===== src/kmer_pkg.sv =====
// Shared types, register indices and character constants for the k-mer symbol packer.
package kmer_pkg;

  localparam int CODE_BITS = 16;
  localparam int POS_BITS = 16;
  localparam int SHIFT_BITS = $clog2(CODE_BITS);
  localparam int SYM_BITS = 6;
  localparam int CFG_IDX_BITS = 3;
  localparam int CFG_DATA_BITS = 16;

  localparam logic [CFG_IDX_BITS-1:0] REG_ALPHABET = 3'd0;
  localparam logic [CFG_IDX_BITS-1:0] REG_SYM_LIMIT = 3'd1;
  localparam logic [CFG_IDX_BITS-1:0] REG_BPS = 3'd2;
  localparam logic [CFG_IDX_BITS-1:0] REG_ORDER = 3'd3;
  localparam logic [CFG_IDX_BITS-1:0] REG_SKIP = 3'd4;
  localparam logic [CFG_IDX_BITS-1:0] REG_MAX_WIDTH = 3'd5;

  localparam logic [1:0] MODE_DNA = 2'd0;
  localparam logic [1:0] MODE_PROTEIN = 2'd1;
  localparam logic [1:0] MODE_ALNUM = 2'd2;
  localparam logic [1:0] MODE_DIE = 2'd3;

  localparam logic [7:0] CH_NL = 8'h0a;
  localparam logic [7:0] CH_UP_A = 8'h41;
  localparam logic [7:0] CH_UP_C = 8'h43;
  localparam logic [7:0] CH_UP_G = 8'h47;
  localparam logic [7:0] CH_UP_T = 8'h54;
  localparam logic [7:0] CH_UP_N = 8'h4e;
  localparam logic [7:0] CH_LO_N = 8'h6e;
  localparam logic [7:0] CH_LO_A = 8'h61;
  localparam logic [7:0] CH_LO_B = 8'h62;
  localparam logic [7:0] CH_LO_J = 8'h6a;
  localparam logic [7:0] CH_LO_O = 8'h6f;
  localparam logic [7:0] CH_LO_U = 8'h75;
  localparam logic [7:0] CH_LO_Y = 8'h79;
  localparam logic [7:0] CH_LO_Z = 8'h7a;
  localparam logic [7:0] CH_0 = 8'h30;
  localparam logic [7:0] CH_1 = 8'h31;
  localparam logic [7:0] CH_6 = 8'h36;
  localparam logic [7:0] CH_9 = 8'h39;
  localparam logic [SYM_BITS-1:0] DIGIT_BASE = 6'd26;

  typedef struct packed {
    logic [1:0]          alphabet_mode;
    logic [7:0]          symbol_limit;
    logic [3:0]          bits_per_symbol;
    logic [4:0]          window_order;
    logic [POS_BITS-1:0] start_skip;
    logic [POS_BITS-1:0] max_width;
  } cfg_t;

  typedef struct packed {
    logic       bad;
    logic [7:0] sym;
  } sym_t;

endpackage


===== src/kmer_symbol_packer.sv =====
// Top level: input register, line state, window update and result register.
// A byte that emits passes through the input register and then the result register to the output.
// Throughput: one byte per cycle; the line state updates as each byte leaves the
// input register, and a full stalled result register holds back only bytes that emit.
// Reset: synchronous, clears the line state and both valid flags, loads configuration defaults.
module kmer_symbol_packer
  import kmer_pkg::*;
(
  input  logic                     clk,
  input  logic                     rst,
  input  logic                     in_valid,
  output logic                     in_ready,
  input  logic [7:0]               char_in,
  output logic                     out_valid,
  input  logic                     out_ready,
  output logic [15:0]              packed_code,
  output logic                     is_line_end,
  output logic                     line_error,
  output logic [15:0]              line_count,
  input  logic                     cfg_we,
  input  logic [CFG_IDX_BITS-1:0]  cfg_index,
  input  logic [CFG_DATA_BITS-1:0] cfg_data
);

  cfg_t cfg;
  sym_t sym_res;

  logic                 s1_valid;
  logic [7:0]           s1_char;
  logic                 s1_adv;
  logic                 is_nl;
  logic                 fire;
  logic                 produce;

  logic [CODE_BITS-1:0] window_reg;
  logic [CODE_BITS-1:0] window_next;
  logic [CODE_BITS-1:0] wmask;
  logic [8:0]           total;
  logic [POS_BITS-1:0]  position;
  logic [POS_BITS-1:0]  emitted;
  logic                 error_seen;

  kmer_cfg_regs u_cfg (
    .clk       (clk),
    .rst       (rst),
    .cfg_we    (cfg_we),
    .cfg_index (cfg_index),
    .cfg_data  (cfg_data),
    .cfg       (cfg)
  );

  kmer_sym_map u_map (
    .char_in (s1_char),
    .cfg     (cfg),
    .res     (sym_res)
  );

  always_comb begin
    is_nl   = (s1_char == CH_NL);
    fire    = (position >= cfg.start_skip) &&
              ((cfg.max_width == '0) || (emitted < cfg.max_width));
    produce = is_nl || fire;
    s1_adv  = s1_valid && (!produce || !out_valid || out_ready);
    in_ready = !s1_valid || s1_adv;

    total = 9'(cfg.bits_per_symbol) * 9'(cfg.window_order);
    if (total >= 9'(CODE_BITS)) wmask = '1;
    else wmask = ~({CODE_BITS{1'b1}} << total[SHIFT_BITS-1:0]);
    window_next = ((window_reg << cfg.bits_per_symbol) |
                   CODE_BITS'(sym_res.sym)) & wmask;
  end

  always_ff @(posedge clk) begin
    if (rst) begin
      s1_valid <= 1'b0;
    end else if (in_ready) begin
      s1_valid <= in_valid;
    end
    if (in_valid && in_ready) begin
      s1_char <= char_in;
    end
  end

  always_ff @(posedge clk) begin
    if (rst) begin
      window_reg <= '0;
      position   <= '0;
      emitted    <= '0;
      error_seen <= 1'b0;
    end else if (s1_adv) begin
      if (is_nl) begin
        window_reg <= '0;
        position   <= '0;
        emitted    <= '0;
        error_seen <= 1'b0;
      end else begin
        window_reg <= window_next;
        if (position != '1) position <= position + POS_BITS'(1);
        if (fire && (emitted != '1)) emitted <= emitted + POS_BITS'(1);
        if (sym_res.bad) error_seen <= 1'b1;
      end
    end
  end

  always_ff @(posedge clk) begin
    if (rst) begin
      out_valid <= 1'b0;
    end else if (s1_adv && produce) begin
      out_valid <= 1'b1;
    end else if (out_ready) begin
      out_valid <= 1'b0;
    end
    if (s1_adv && produce) begin
      if (is_nl) begin
        packed_code <= '0;
        is_line_end <= 1'b1;
        line_error  <= error_seen;
        line_count  <= 16'(emitted);
      end else begin
        packed_code <= 16'(window_next);
        is_line_end <= 1'b0;
        line_error  <= 1'b0;
        line_count  <= '0;
      end
    end
  end

endmodule


===== src/kmer_cfg_regs.sv =====
// Configuration register file with range clamping on write.
module kmer_cfg_regs
  import kmer_pkg::*;
(
  input  logic                     clk,
  input  logic                     rst,
  input  logic                     cfg_we,
  input  logic [CFG_IDX_BITS-1:0]  cfg_index,
  input  logic [CFG_DATA_BITS-1:0] cfg_data,
  output cfg_t                     cfg
);

  always_ff @(posedge clk) begin
    if (rst) begin
      cfg.alphabet_mode   <= MODE_DNA;
      cfg.symbol_limit    <= 8'd4;
      cfg.bits_per_symbol <= 4'd2;
      cfg.window_order    <= 5'd1;
      cfg.start_skip      <= '0;
      cfg.max_width       <= '0;
    end else if (cfg_we) begin
      case (cfg_index)
        REG_ALPHABET:  cfg.alphabet_mode <= cfg_data[1:0];
        REG_SYM_LIMIT: cfg.symbol_limit <= cfg_data[7:0];
        REG_BPS: begin
          if (cfg_data[3:0] == 4'd0) cfg.bits_per_symbol <= 4'd1;
          else if (cfg_data[3:0] > 4'd8) cfg.bits_per_symbol <= 4'd8;
          else cfg.bits_per_symbol <= cfg_data[3:0];
        end
        REG_ORDER: begin
          if (cfg_data[4:0] == 5'd0) cfg.window_order <= 5'd1;
          else if (cfg_data[4:0] > 5'd16) cfg.window_order <= 5'd16;
          else cfg.window_order <= cfg_data[4:0];
        end
        REG_SKIP:      cfg.start_skip <= cfg_data[POS_BITS-1:0];
        REG_MAX_WIDTH: cfg.max_width <= cfg_data[POS_BITS-1:0];
        default: ;
      endcase
    end
  end

endmodule


===== src/kmer_sym_map.sv =====
// Character to symbol decoder with limit check and width cut.
module kmer_sym_map
  import kmer_pkg::*;
(
  input  logic [7:0] char_in,
  input  cfg_t       cfg,
  output sym_t       res
);

  logic                hit;
  logic [SYM_BITS-1:0] code;
  logic [SYM_BITS-1:0] gaps;
  logic [SYM_BITS-1:0] kept;
  logic [8:0]          bps_mask;

  always_comb begin
    hit  = 1'b0;
    code = '0;
    gaps = SYM_BITS'(char_in > CH_LO_B) + SYM_BITS'(char_in > CH_LO_J)
         + SYM_BITS'(char_in > CH_LO_O) + SYM_BITS'(char_in > CH_LO_U);
    case (cfg.alphabet_mode)
      MODE_PROTEIN: begin
        if ((char_in inside {[CH_LO_A:CH_LO_Y]}) &&
            !(char_in inside {CH_LO_B, CH_LO_J, CH_LO_O, CH_LO_U})) begin
          hit  = 1'b1;
          code = SYM_BITS'(char_in - CH_LO_A) - gaps;
        end
      end
      MODE_ALNUM: begin
        if (char_in inside {[CH_LO_A:CH_LO_Z]}) begin
          hit  = 1'b1;
          code = SYM_BITS'(char_in - CH_LO_A);
        end else if (char_in inside {[CH_0:CH_9]}) begin
          hit  = 1'b1;
          code = DIGIT_BASE + SYM_BITS'(char_in - CH_0);
        end
      end
      MODE_DIE: begin
        if (char_in inside {[CH_1:CH_6]}) begin
          hit  = 1'b1;
          code = SYM_BITS'(char_in - CH_1);
        end
      end
      default: begin
        hit = 1'b1;
        case (char_in)
          CH_UP_A: code = 6'd0;
          CH_UP_C: code = 6'd1;
          CH_UP_G: code = 6'd2;
          CH_UP_T: code = 6'd3;
          CH_UP_N: code = 6'd4;
          CH_LO_N: code = 6'd5;
          default: hit = 1'b0;
        endcase
      end
    endcase

    res.bad  = !hit || ({2'b00, code} >= cfg.symbol_limit);
    kept     = res.bad ? '0 : code;
    bps_mask = (9'd1 << cfg.bits_per_symbol) - 9'd1;
    res.sym  = {2'b00, kept} & bps_mask[7:0];
  end

endmodule


===== config.mk =====
export PLATFORM = sky130hd
export DESIGN_NAME = kmer_symbol_packer
export DESIGN_NICKNAME = d
export VERILOG_FILES = /design/src/kmer_pkg.sv /design/src/kmer_symbol_packer.sv /design/src/kmer_cfg_regs.sv /design/src/kmer_sym_map.sv
export SDC_FILE = /design/constraint.sdc
export NUM_CORES = 1
export LEC_CHECK = 0
export BUFFER_PORTS_ARGS = -buffer_cell sky130_fd_sc_hd__buf_4
export CAP_MARGIN = 15
export CORE_MARGIN = 2
export CORE_UTILIZATION = 60
export CTS_BUF_LIST = sky130_fd_sc_hd__clkbuf_16
export DETAILED_ROUTE_END_ITERATION = 7
export PLACE_DENSITY = 0.9
export RECOVER_POWER = 100
export SLEW_MARGIN = 5
export SYNTH_ARGS = -nofsm -noshare
export SYNTH_HDL_FRONTEND = slang
export SYNTH_SLANG_ARGS = --single-unit

===== constraint.sdc =====
create_clock -name clk -period 8.7 [get_ports clk]
set_input_delay 0.87 -clock clk [delete_from_list [all_inputs] [get_ports clk]]
set_output_delay 0.87 -clock clk [all_outputs]
set_load 0.01 [all_outputs]

==> reports/metrics.cfg, run 1 <==
[outcome]
status=finished with violations
violations=capacitance limit, slew limit

[logic_synthesis]
synth_compound_area_share_pct=18.51
synth_top_family_by_area=simple AND/OR/NAND/NOR gates
syn_nets=1194
async_flop_share_pct=0
yosys-top-cells-count=nand2_1 (156), a21oi_1 (115), dfxtp_1 (102)
synth_mux_area_share_pct=4.570
synthFlopType=dfxtp_1
synth-edff-count=42
ys_ff_latch=144
syn_area_um2=9226
yosysSeqAreaShare_pct=35.80
yosys_warnings=0
yosysTopAreaCell=dfxtp_1
ys_types=84
synthTopCellsByArea=dfxtp_1 (22%), edfxtp_1 (14%), ha_1 (9.1%), nand2_1 (6.3%), a21oi_1 (6.2%)
synth.top_cell.area_share_pct=22.13
syn-mean-instance-area_um2=8.488
synthCells=1087
synth_xor_area_share_pct=1.234
synthSimpleGateAreaFrac_pct=23.27
yosys.area_share.adder_pct=10.82
synthMostInstantiatedCell=nand2_1

[critical_path]
start_kind=flip-flop
cp.arrival_ns=6.58
rr_worst_depth=9
end_kind=flip-flop
critical_path_class=flip-flop to flip-flop
r2r_start=s1_char[0]$_DFFE_PP_
path_max_fanout=42
reg2reg_to=packed_code[8]$_DFFE_PP_
cp.required_ns=8.68
rrSetupSlack_ns=2.09

[routing]
wl_per_cell_um=18.77
ant_nets=0
wl_um=24830
drtIter0Drc=1201
drcViolationCount=0
drt_first_pass_iters=8
via_count=8555
vias_per_cell=6.466

[die]
initial_core_util_pct=61.14
rows=45
core_region_area_um2=15090
die_area_um2=16390
die_h_um=128.0
die_x_um=128.0
io-pin-count=68

[clock_network]
cts_root_buf=clkbuf_16
cts_htree_levels=4
cts_resized=0
clk_path_buf_depth=2
hold_buffers=0
cts-buffers-inserted=17
post_cts_buffers=0
cts_tree=yes
cts_sinks=144
worst_skew_pair.late_latency_ns=0.44
cts.clk_slew.worst_paths_ns=0.06

[layout]
synthToLayoutAreaGrowth_pct=11.46
drive_above_1_share_pct=8.282
fin_cells=1323
antenna_cells=0
fillCellCount=1163
utilization_pct=68.15
nets=1229
largest_reg_flops=51
largest-register=u_cfg.cfg

[grt]
grt_pass1_vias=7851
antenna_found_initial=0
grt.total_usage_pct=30.36
grt_pass1_wl_um=39560
grt-ovfl-total=0
grt_max_degree=79

[power]
p_switching_mw=0.4345
p_comb_share_pct=10.8
power_frac_clock_pct=46.7
internal_power_mw=1.284
power_frac_seq_pct=42.5
p_per_area_nw_per_um2=167.1
power_leakage_nw=3.841
ir_drop_v=0.0001450
swShare_pct=25.28

[sta]
rsz0062_at_grt=false
finClkSkew_ns=0.01142
hold_viol=0
tightest_slew_ns=3.090
setup-violations-final=0
slew_headroom_pct=-106.7
period_share_pct=75.94
fmax_ghz=0.1514
fin_setup_tns_ns=0
min_period_ns=6.607
drv_slew=74

[hold_path]
hold-path-cell-count=2
min_path_type=flip-flop to flip-flop
whs_endpoint=u_cfg.cfg[29]$_SDFFE_PP0P_
hp-start=u_cfg.cfg[29]$_SDFFE_PP0P_

[placed_design]
post-place-cells=1290
io_buffer_count=67
dp_hpwl_um=17120
gp_congestion=0.9745

[run]
maxCapViolations=2

==> worst max path at each step <==
stage                              start                       end  slack, ns  cells after the start
finish              s1_char[0]$_DFFE_PP_  packed_code[8]$_DFFE_PP_       2.09                      9
detailed placement  s1_char[2]$_DFFE_PP_  packed_code[0]$_DFFE_PP_       3.64                     19
global placement    s1_char[1]$_DFFE_PP_  packed_code[0]$_DFFE_PP_       3.76                     18
global route        s1_char[0]$_DFFE_PP_  packed_code[8]$_DFFE_PP_       1.64                      9
CTS                 s1_char[2]$_DFFE_PP_  packed_code[0]$_DFFE_PP_       3.59                     19
floorplan           s1_char[2]$_DFFE_PP_  packed_code[0]$_DFFE_PP_       4.10                     20
==> layer usage <==
metal / GRT usage (%) / wire length, um
met3: 7.554 / 2679
met5: 0 / 0
met2: 46.52 / 11020
met4: 11.70 / 736
met1: 41.59 / 10390
==> cell usage in the layout (no fill, tap or decap), types with 8 or more instances in the layout <==
cell         n
nand2_1    156
a21oi_1    115
dfxtp_1    102
inv_1       79
ha_1        67
nor2_1      66
clkbuf_1    43
edfxtp_1    42
o21ai_0     29
nand3_1     25
and2_1      25
buf_4       24
nor3_1      20
nand4_1     18
clkbuf_16   17
or3_1       16
nand2b_1    15
mux2i_1     14
or4_1       13
and3_1      12
and2_0      12
a31oi_1     11
mux4_2      11
nor4_1       9
a21o_1       8
a2111oi_0    8
a211o_1      8
o211ai_1     8
o21a_1       8
a211oi_1     8
xnor2_1      8
nor3b_1      8
fa_1         8
clkbuf_4     8
==> critical path: stages, from the launching register on <==
cell      delay [ns]
edfxtp_1        0.54
inv_1           0.16
ha_1            0.28
nand3b_1        0.16
or4_1           0.50
inv_1           0.72
a21boi_0        0.61
o31ai_4         0.14
clkbuf_1        0.54
nor2_1          2.48
==> per-stage QoR <==
stage          setup slack (ns)  hold slack (ns)  total power [mW]  area [um^2]
3_3_place_gp              3.763           0.4423            0.9289         9796
5_1_grt                   1.636           0.4768             1.765        10280
4_1_cts                   3.591           0.4572             1.722        10440
3_5_place_dp              3.636           0.4484            0.9346         9797
2_1_floorplan             4.101           0.4322            0.8665         9226
6_report                  2.093           0.4574             1.719        10280
==> power groups by stage <==
stage / combinational (mW) / sequential, mW / clock [mW]
detailed placement: 0.192 / 0.743 / 0
floorplan: 0.125 / 0.741 / 0
global route: 0.202 / 0.732 / 0.831
CTS: 0.193 / 0.729 / 0.801
finish: 0.185 / 0.730 / 0.803
global placement: 0.186 / 0.742 / 0
==> kinds of logic (layout without fill, tap and decap cells) <==
kind of cell,Yosys count,in the layout
AOI/OAI and AO/OA,262,262
xor gates and xnor gates,13,13
adders and majority gates,75,75
buffers and inverters,137,185
DFF,144,144
muxes,28,28
and+or+nand+nor,428,428
==> layout make-up <==
type | instances | area (um^2) | share of cell area [%]
clock buffer | 17 | 425.4 | 4.137
multi-input combinational | 806 | 5398 | 52.49
tap | 188 | 235.2 | 2.287
timing repair buffer | 76 | 412.9 | 4.015
clock inverter | 15 | 220.2 | 2.141
inverter | 77 | 289.0 | 2.811
sequential | 144 | 3303 | 32.12
(Power assumes the default switching activity.)
==> run 2: changes to the inputs <==
--- a/config.mk
+++ b/config.mk
@@ -8,10 +8,10 @@
 export BUFFER_PORTS_ARGS = -buffer_cell sky130_fd_sc_hd__buf_4
 export CAP_MARGIN = 15
 export CORE_MARGIN = 2
-export CORE_UTILIZATION = 60
+export CORE_UTILIZATION = 55
 export CTS_BUF_LIST = sky130_fd_sc_hd__clkbuf_16
 export DETAILED_ROUTE_END_ITERATION = 7
-export PLACE_DENSITY = 0.9
+export PLACE_DENSITY = 0.88
 export RECOVER_POWER = 100
 export SLEW_MARGIN = 5
 export SYNTH_ARGS = -nofsm -noshare
==> constraint.sdc (replaced) <==
create_clock -name clk -period 5.8 [get_ports clk]
set_input_delay 0.58 -clock clk [delete_from_list [all_inputs] [get_ports clk]]
set_output_delay 0.58 -clock clk [all_outputs]
set_load 0.01 [all_outputs]
==> run 2 against run 1 <==
The flow still finishes with violations (capacitance limit, slew limit). Critical path type unchanged. Setup slack lost 1.6 ns. Maximum frequency grew 25%. Critical path depth up 9. Highest routed layer unchanged. Non-clock buffer count shrank 1. Via count fell by 0.40%.
==> reports/metrics.cfg, run 2 (same netlist as run 1, synthesis figures left out) <==
[outcome]
status=finished with violations
violations=capacitance limit, slew limit

[critical_path]
crit_family=compound AO/OA/AOI/OAI gates
cp_slowest_cell=edfxtp_1
path_cells=inv_1 > ha_1 > nand2b_1 > a21oi_1 > o32a_1 > ha_1 > fa_1 > mux2_2 > fa_1 > o21ai_0 > a21boi_0 > ha_1 > a21o_1 > a211oi_1 > o21a_1 > o21a_1 > a31oi_1 > a311oi_1
critical_path_class=flip-flop to flip-flop
crit_path_max_incr_delay_ns=0.55  ; -1.93 ns
start_kind=flip-flop
end_kind=flip-flop
cp.arrival_ns=5.53  ; -1.05 ns
rrSetupSlack_ns=0.51  ; -1.58 ns
path_max_fanout=10  ; -76%
cpMostUsedCell=ha_1
cp.required_ns=6.04  ; -2.64 ns
cp_num_buf_inv=1  ; -2

[sta]
setup_ws_ns=0.5122  ; -1.581 ns
fmax_ghz=0.1891  ; +25%
fin_setup_tns_ns=0  ; unchanged
period_share_pct=91.17  ; +15 points
tightest_slew_ns=1.880  ; -1.209 ns
drv_slew=74  ; unchanged
rsz0062_at_grt=false
finClkSkew_ns=0.01313  ; +0.001705 ns
setup-violations-final=0  ; unchanged
min_period_ns=5.288  ; -1.319 ns
hold_viol=0  ; unchanged
slew_headroom_pct=-25.49  ; +81 points

[clock_network]
worst_skew_pair.late_latency_ns=0.44  ; about the same
cts_tree=yes
cts_resized=0  ; unchanged
cts_htree_levels=4  ; unchanged
clk_path_buf_depth=2  ; unchanged
cts_root_buf=clkbuf_16
cts_sinks=144  ; unchanged
cts.clk_slew.worst_paths_ns=0.06  ; about the same
post_cts_buffers=0  ; unchanged
hold_buffers=0  ; unchanged
cts-buffers-inserted=17  ; unchanged

[layout]
synthToLayoutAreaGrowth_pct=11.20
utilization_pct=62.31  ; -5.8 points
largest-register=u_cfg.cfg
fillCellCount=1405  ; +21%
nets=1228  ; -0.081%
final_cell_area_um2=10260  ; -0.23%
layout_common_cells=nand2_1 (156), a21oi_1 (115), dfxtp_1 (102)
largest_reg_flops=51  ; unchanged
final_common_cell=nand2_1
antenna_cells=0  ; unchanged
drive_above_1_share_pct=8.642  ; +0.36 points

[die]
rows=47  ; +4.4%
initial_core_util_pct=56.03  ; -5.1 points
io-pin-count=68  ; unchanged
core_region_area_um2=16470  ; +9.1%
die_h_um=133.5  ; +4.3%
die_area_um2=17830  ; +8.8%
die_x_um=133.5  ; +4.3%

[grt]
grt-ovfl-total=0  ; unchanged
grt_max_degree=79  ; unchanged
grt_pass1_wl_um=39610  ; +0.12%
grt.total_usage_pct=27.69  ; -2.7 points
grt_pass1_vias=7723  ; -1.6%
antenna_found_initial=0  ; unchanged

[power]
p_switching_mw=0.6757  ; +55%
p_per_area_nw_per_um2=240.8  ; +44%
power_mw=2.470  ; +44%
power_frac_clock_pct=44.4  ; -2.3 points
power_leakage_nw=3.828  ; -0.34%
internal_power_mw=1.794  ; +40%
power_frac_seq_pct=44.3  ; +1.8 points
ir_drop_v=0.0002153  ; +48%
swShare_pct=27.36  ; +2.1 points
p_comb_share_pct=11.3  ; +0.5 points

[placed_design]
gp_congestion=0.9292  ; -4.6%
pre_cts_ws_ns=0.7162  ; -2.920 ns
io_buffer_count=67  ; unchanged
placed_area_um2=9828  ; +0.32%
dp_hpwl_um=17420  ; +1.7%

[routing]
via_count=8521  ; -0.40%
ant_nets=0  ; unchanged
wl_um=24770  ; -0.23%
drcViolationCount=0  ; unchanged
drt_first_pass_iters=6  ; -2
wl_per_cell_um=18.29  ; -2.5%
drtIter0Drc=1196  ; -0.42%
vias_per_cell=6.293  ; -2.7%

[hold_path]
min_path_type=input port to flip-flop

[run]
maxCapViolations=2  ; unchanged

-- run 2: cell count changes in the layout (fill, tap and decap cells not counted), sizes merged --
cell and delta:
bufinv -5, inv +3, clkinvlp -2, buf +1, clkbuf +1, clkinv +1
-- run 2: metrics by stage --
stage	hold WS, ns	instances
5_1_grt	0.3313	1354
4_1_cts	0.3121	1353
3_5_place_dp	0.4467	1321
3_3_place_gp	0.4422	1321
2_1_floorplan	0.4322	1087
6_report	0.3362	1354
-- run 2: cell type report --
class	instances	area [um^2]	area share (%)
multi-input cells	806	5385	52.49
flip-flops and latches	144	3303	32.20
clock buffers	20	500.5	4.878
repair buffers	75	416.7	4.061
inverters	77	289.0	2.817
well taps	220	275.3	2.683
clock inverters	12	90.09	0.8781
-- run 2: path summary, 6_finish.rpt --
check | start | end | depth (start not counted)
max | s1_char[1]$_DFFE_PP_ | packed_code[0]$_DFFE_PP_ | 18
min reg2reg | u_cfg.cfg[22]$_SDFFE_PP0P_ | u_cfg.cfg[22]$_SDFFE_PP0P_ | 2
max reg2reg | s1_char[1]$_DFFE_PP_ | packed_code[0]$_DFFE_PP_ | 18
min | char_in[5] | s1_char[5]$_DFFE_PP_ | 1
-- run 2: metal layers --
metal	global-route usage [%]	share of wire [%]	routed length [um]	up-vias
li1	-	-	-	3985
met1	38.95	44	10920	4010
met2	41.98	44	10980	464
met3	6.469	9.2	2287	62
met4	9.574	2.4	583	0
met5	0	0	0	-
-- run 2: power by group through the flow --
stage	combinational [mW]	clock, mW	sequential, mW
global placement	0.285	0	1.11
floorplan	0.188	0	1.11
detailed placement	0.289	0	1.11
finish	0.280	1.10	1.09
CTS	0.291	1.10	1.09
global route	0.306	1.14	1.10
==> run 3: changes to the inputs <==
--- a/config.mk
+++ b/config.mk
@@ -8,10 +8,10 @@
 export BUFFER_PORTS_ARGS = -buffer_cell sky130_fd_sc_hd__buf_4
 export CAP_MARGIN = 15
 export CORE_MARGIN = 2
-export CORE_UTILIZATION = 55
+export CORE_UTILIZATION = 60
 export CTS_BUF_LIST = sky130_fd_sc_hd__clkbuf_16
 export DETAILED_ROUTE_END_ITERATION = 7
-export PLACE_DENSITY = 0.88
+export PLACE_DENSITY = 0.9
 export RECOVER_POWER = 100
 export SLEW_MARGIN = 5
 export SYNTH_ARGS = -nofsm -noshare
==> constraint.sdc (replaced) <==
create_clock -name clk -period 6.7 [get_ports clk]
set_input_delay 0.67 -clock clk [delete_from_list [all_inputs] [get_ports clk]]
set_output_delay 0.67 -clock clk [all_outputs]
set_load 0.01 [all_outputs]
==> run 3 against run 2 <==
The flow still finishes with violations (capacitance limit, slew limit). Via count rose by 0.75%. Clock power down 12%. Register-to-register slack better by 0.37 ns. Non-clock buffer count up 2. Setup slack improved by 0.37 ns. Sequential power decreased by 13%. Combinational power fell by 14%. Global-route usage increased by 3.1 points. Clock-buffer cell count down 3. Final area fell by 0.32%. Utilization increased by 5.5 points. Largest cell class unchanged. Highest routed layer unchanged.
==> reports/metrics.cfg, run 3 (same netlist as run 1, synthesis figures left out) <==
[sta]
setup-violations-final=0  ; unchanged
tightest_slew_ns=1.882  ; +0.001276 ns
rsz0062_at_grt=false
drv_slew=74  ; unchanged
period_share_pct=86.90  ; -4.3 points
hold_viol=0  ; unchanged
slew_headroom_pct=-25.57  ; -0.085 points
fin_setup_tns_ns=0  ; unchanged
fmax_ghz=0.1718  ; -9.2%
min_period_ns=5.822  ; +0.5344 ns
finClkSkew_ns=0.01023  ; -0.002896 ns

[run]
maxCapViolations=2  ; unchanged

[clock_network]
cts_htree_levels=4  ; unchanged
clk_path_buf_depth=2  ; unchanged
cts_tree=yes
hold_buffers=0  ; unchanged
worst_skew_pair.late_latency_ns=0.43  ; about the same
cts-buffers-inserted=17  ; unchanged
cts_sinks=144  ; unchanged
cts_root_buf=clkbuf_16
cts.clk_slew.worst_paths_ns=0.06  ; about the same
post_cts_buffers=0  ; unchanged
cts_resized=0  ; unchanged

[grt]
grt_pass1_vias=7866  ; +1.9%
antenna_found_initial=0  ; unchanged
grt.total_usage_pct=30.81  ; +3.1 points
grt-ovfl-total=0  ; unchanged
grt_pass1_wl_um=39860  ; +0.63%
grt_max_degree=79  ; unchanged

[critical_path]
cp.required_ns=7.03  ; +0.99 ns
end_kind=flip-flop
path_max_fanout=42  ; +32
cp.arrival_ns=6.15  ; +0.62 ns
start_kind=flip-flop
critical_path_class=flip-flop to flip-flop

[placed_design]
gp_congestion=0.9983  ; +7.4%
dp_hpwl_um=17300  ; -0.67%
io_buffer_count=67  ; unchanged

[power]
power_mw=2.158  ; -13%
ir_drop_v=0.0002121  ; -1.5%
power_leakage_nw=3.818  ; -0.28%
p_per_area_nw_per_um2=211.0  ; -12%

[layout]
largest_reg_flops=51  ; unchanged
synthToLayoutAreaGrowth_pct=10.85
drive_above_1_share_pct=8.363  ; -0.28 points
antenna_cells=0  ; unchanged
fillCellCount=1230  ; -12%
layout_common_cells=nand2_1 (156), a21oi_1 (115), dfxtp_1 (102)
final_common_cell=nand2_1
nets=1230  ; +0.16%
largest-register=u_cfg.cfg

[outcome]
violations=capacitance limit, slew limit
status=finished with violations

[hold_path]
min_path_type=input port to flip-flop

[die]
io-pin-count=68  ; unchanged
rows=45  ; -4.3%
initial_core_util_pct=61.14  ; +5.1 points
die_h_um=128.0  ; -4.1%
die_x_um=128.0  ; -4.1%
die_area_um2=16390  ; -8.1%
core_region_area_um2=15090  ; -8.4%

[routing]
wl_um=25080  ; +1.3%
wl_per_cell_um=18.95  ; +3.6%
drtIter0Drc=1127  ; -5.8%
drcViolationCount=0  ; unchanged
vias_per_cell=6.484  ; +3.0%
ant_nets=0  ; unchanged
drt_first_pass_iters=7  ; +1
via_count=8585  ; +0.75%

==> run 3: cell count changes in the layout (fill, tap and decap cells not counted), sizes merged <==
cell and delta:
buf -2, clkinv +2, clkinvlp +2, bufinv +3
clkbuf +1, inv -4
==> run 3: layer usage <==
metal	part of all wire [%]	global-route usage, %	up-vias
li1	-	-	3986
met5	0	0	-
met1	42	41.47	4015
met4	3.3	11.57	0
met2	45	48.51	495
met3	9.8	7.262	89
==> run 3: worst paths after layout <==
check,startpoint,depth (start not counted),slack (ns),endpoint
worst max register to register,s1_char[0]$_DFFE_PP_,10,0.88,out_valid$_SDFFE_PP0P_
worst max-delay path,s1_char[0]$_DFFE_PP_,10,0.88,out_valid$_SDFFE_PP0P_
worst min register to register,u_cfg.cfg[42]$_SDFFE_PP0P_,2,0.46,u_cfg.cfg[42]$_SDFFE_PP0P_
worst min-delay path,char_in[1],1,0.44,s1_char[1]$_DFFE_PP_
==> run 3: area by class of cell <==
cell class | instances | area [um^2] | share of cell area [%]
multi-input combinational | 806 | 5393 | 52.73
sequential | 144 | 3303 | 32.30
clock buffer | 17 | 425.4 | 4.160
timing repair buffer | 77 | 410.4 | 4.013
inverter | 77 | 289.0 | 2.826
tap | 188 | 235.2 | 2.300
clock inverter | 15 | 171.4 | 1.676
==> run 3: where the power goes <==
part           switching (mW)  internal (mW)  total [mW]
clock network           0.385          0.583       0.968
logic                   0.159         0.0830       0.242
registers              0.0228          0.925       0.948
==> run 3: worst max-delay path, cell delays in order, from the launching register on <==
cell and delay (ns):
edfxtp_1 0.53, inv_1 0.21, ha_1 0.24, nand3b_1 0.16
or4_1 0.78, inv_1 1.04, a21boi_0 0.43, o31ai_4 0.16
clkbuf_1 0.98, nor2_2 0.74, o21ba_2 0.43
==> run 3: per-stage QoR <==
stage	setup WS (ns)	cell area (um^2)	utilization [%]	hold WS, ns	cells
4_1_cts	1.584	10390	68.88	0.4110	1322
5_1_grt	0.5735	10230	67.78	0.4316	1324
2_1_floorplan	2.101	9226	-	0.4322	1087
3_5_place_dp	1.663	9797	64.93	0.4508	1290
3_3_place_gp	1.765	9796	64.92	0.4419	1290
6_report	0.8778	10230	67.78	0.4410	1324
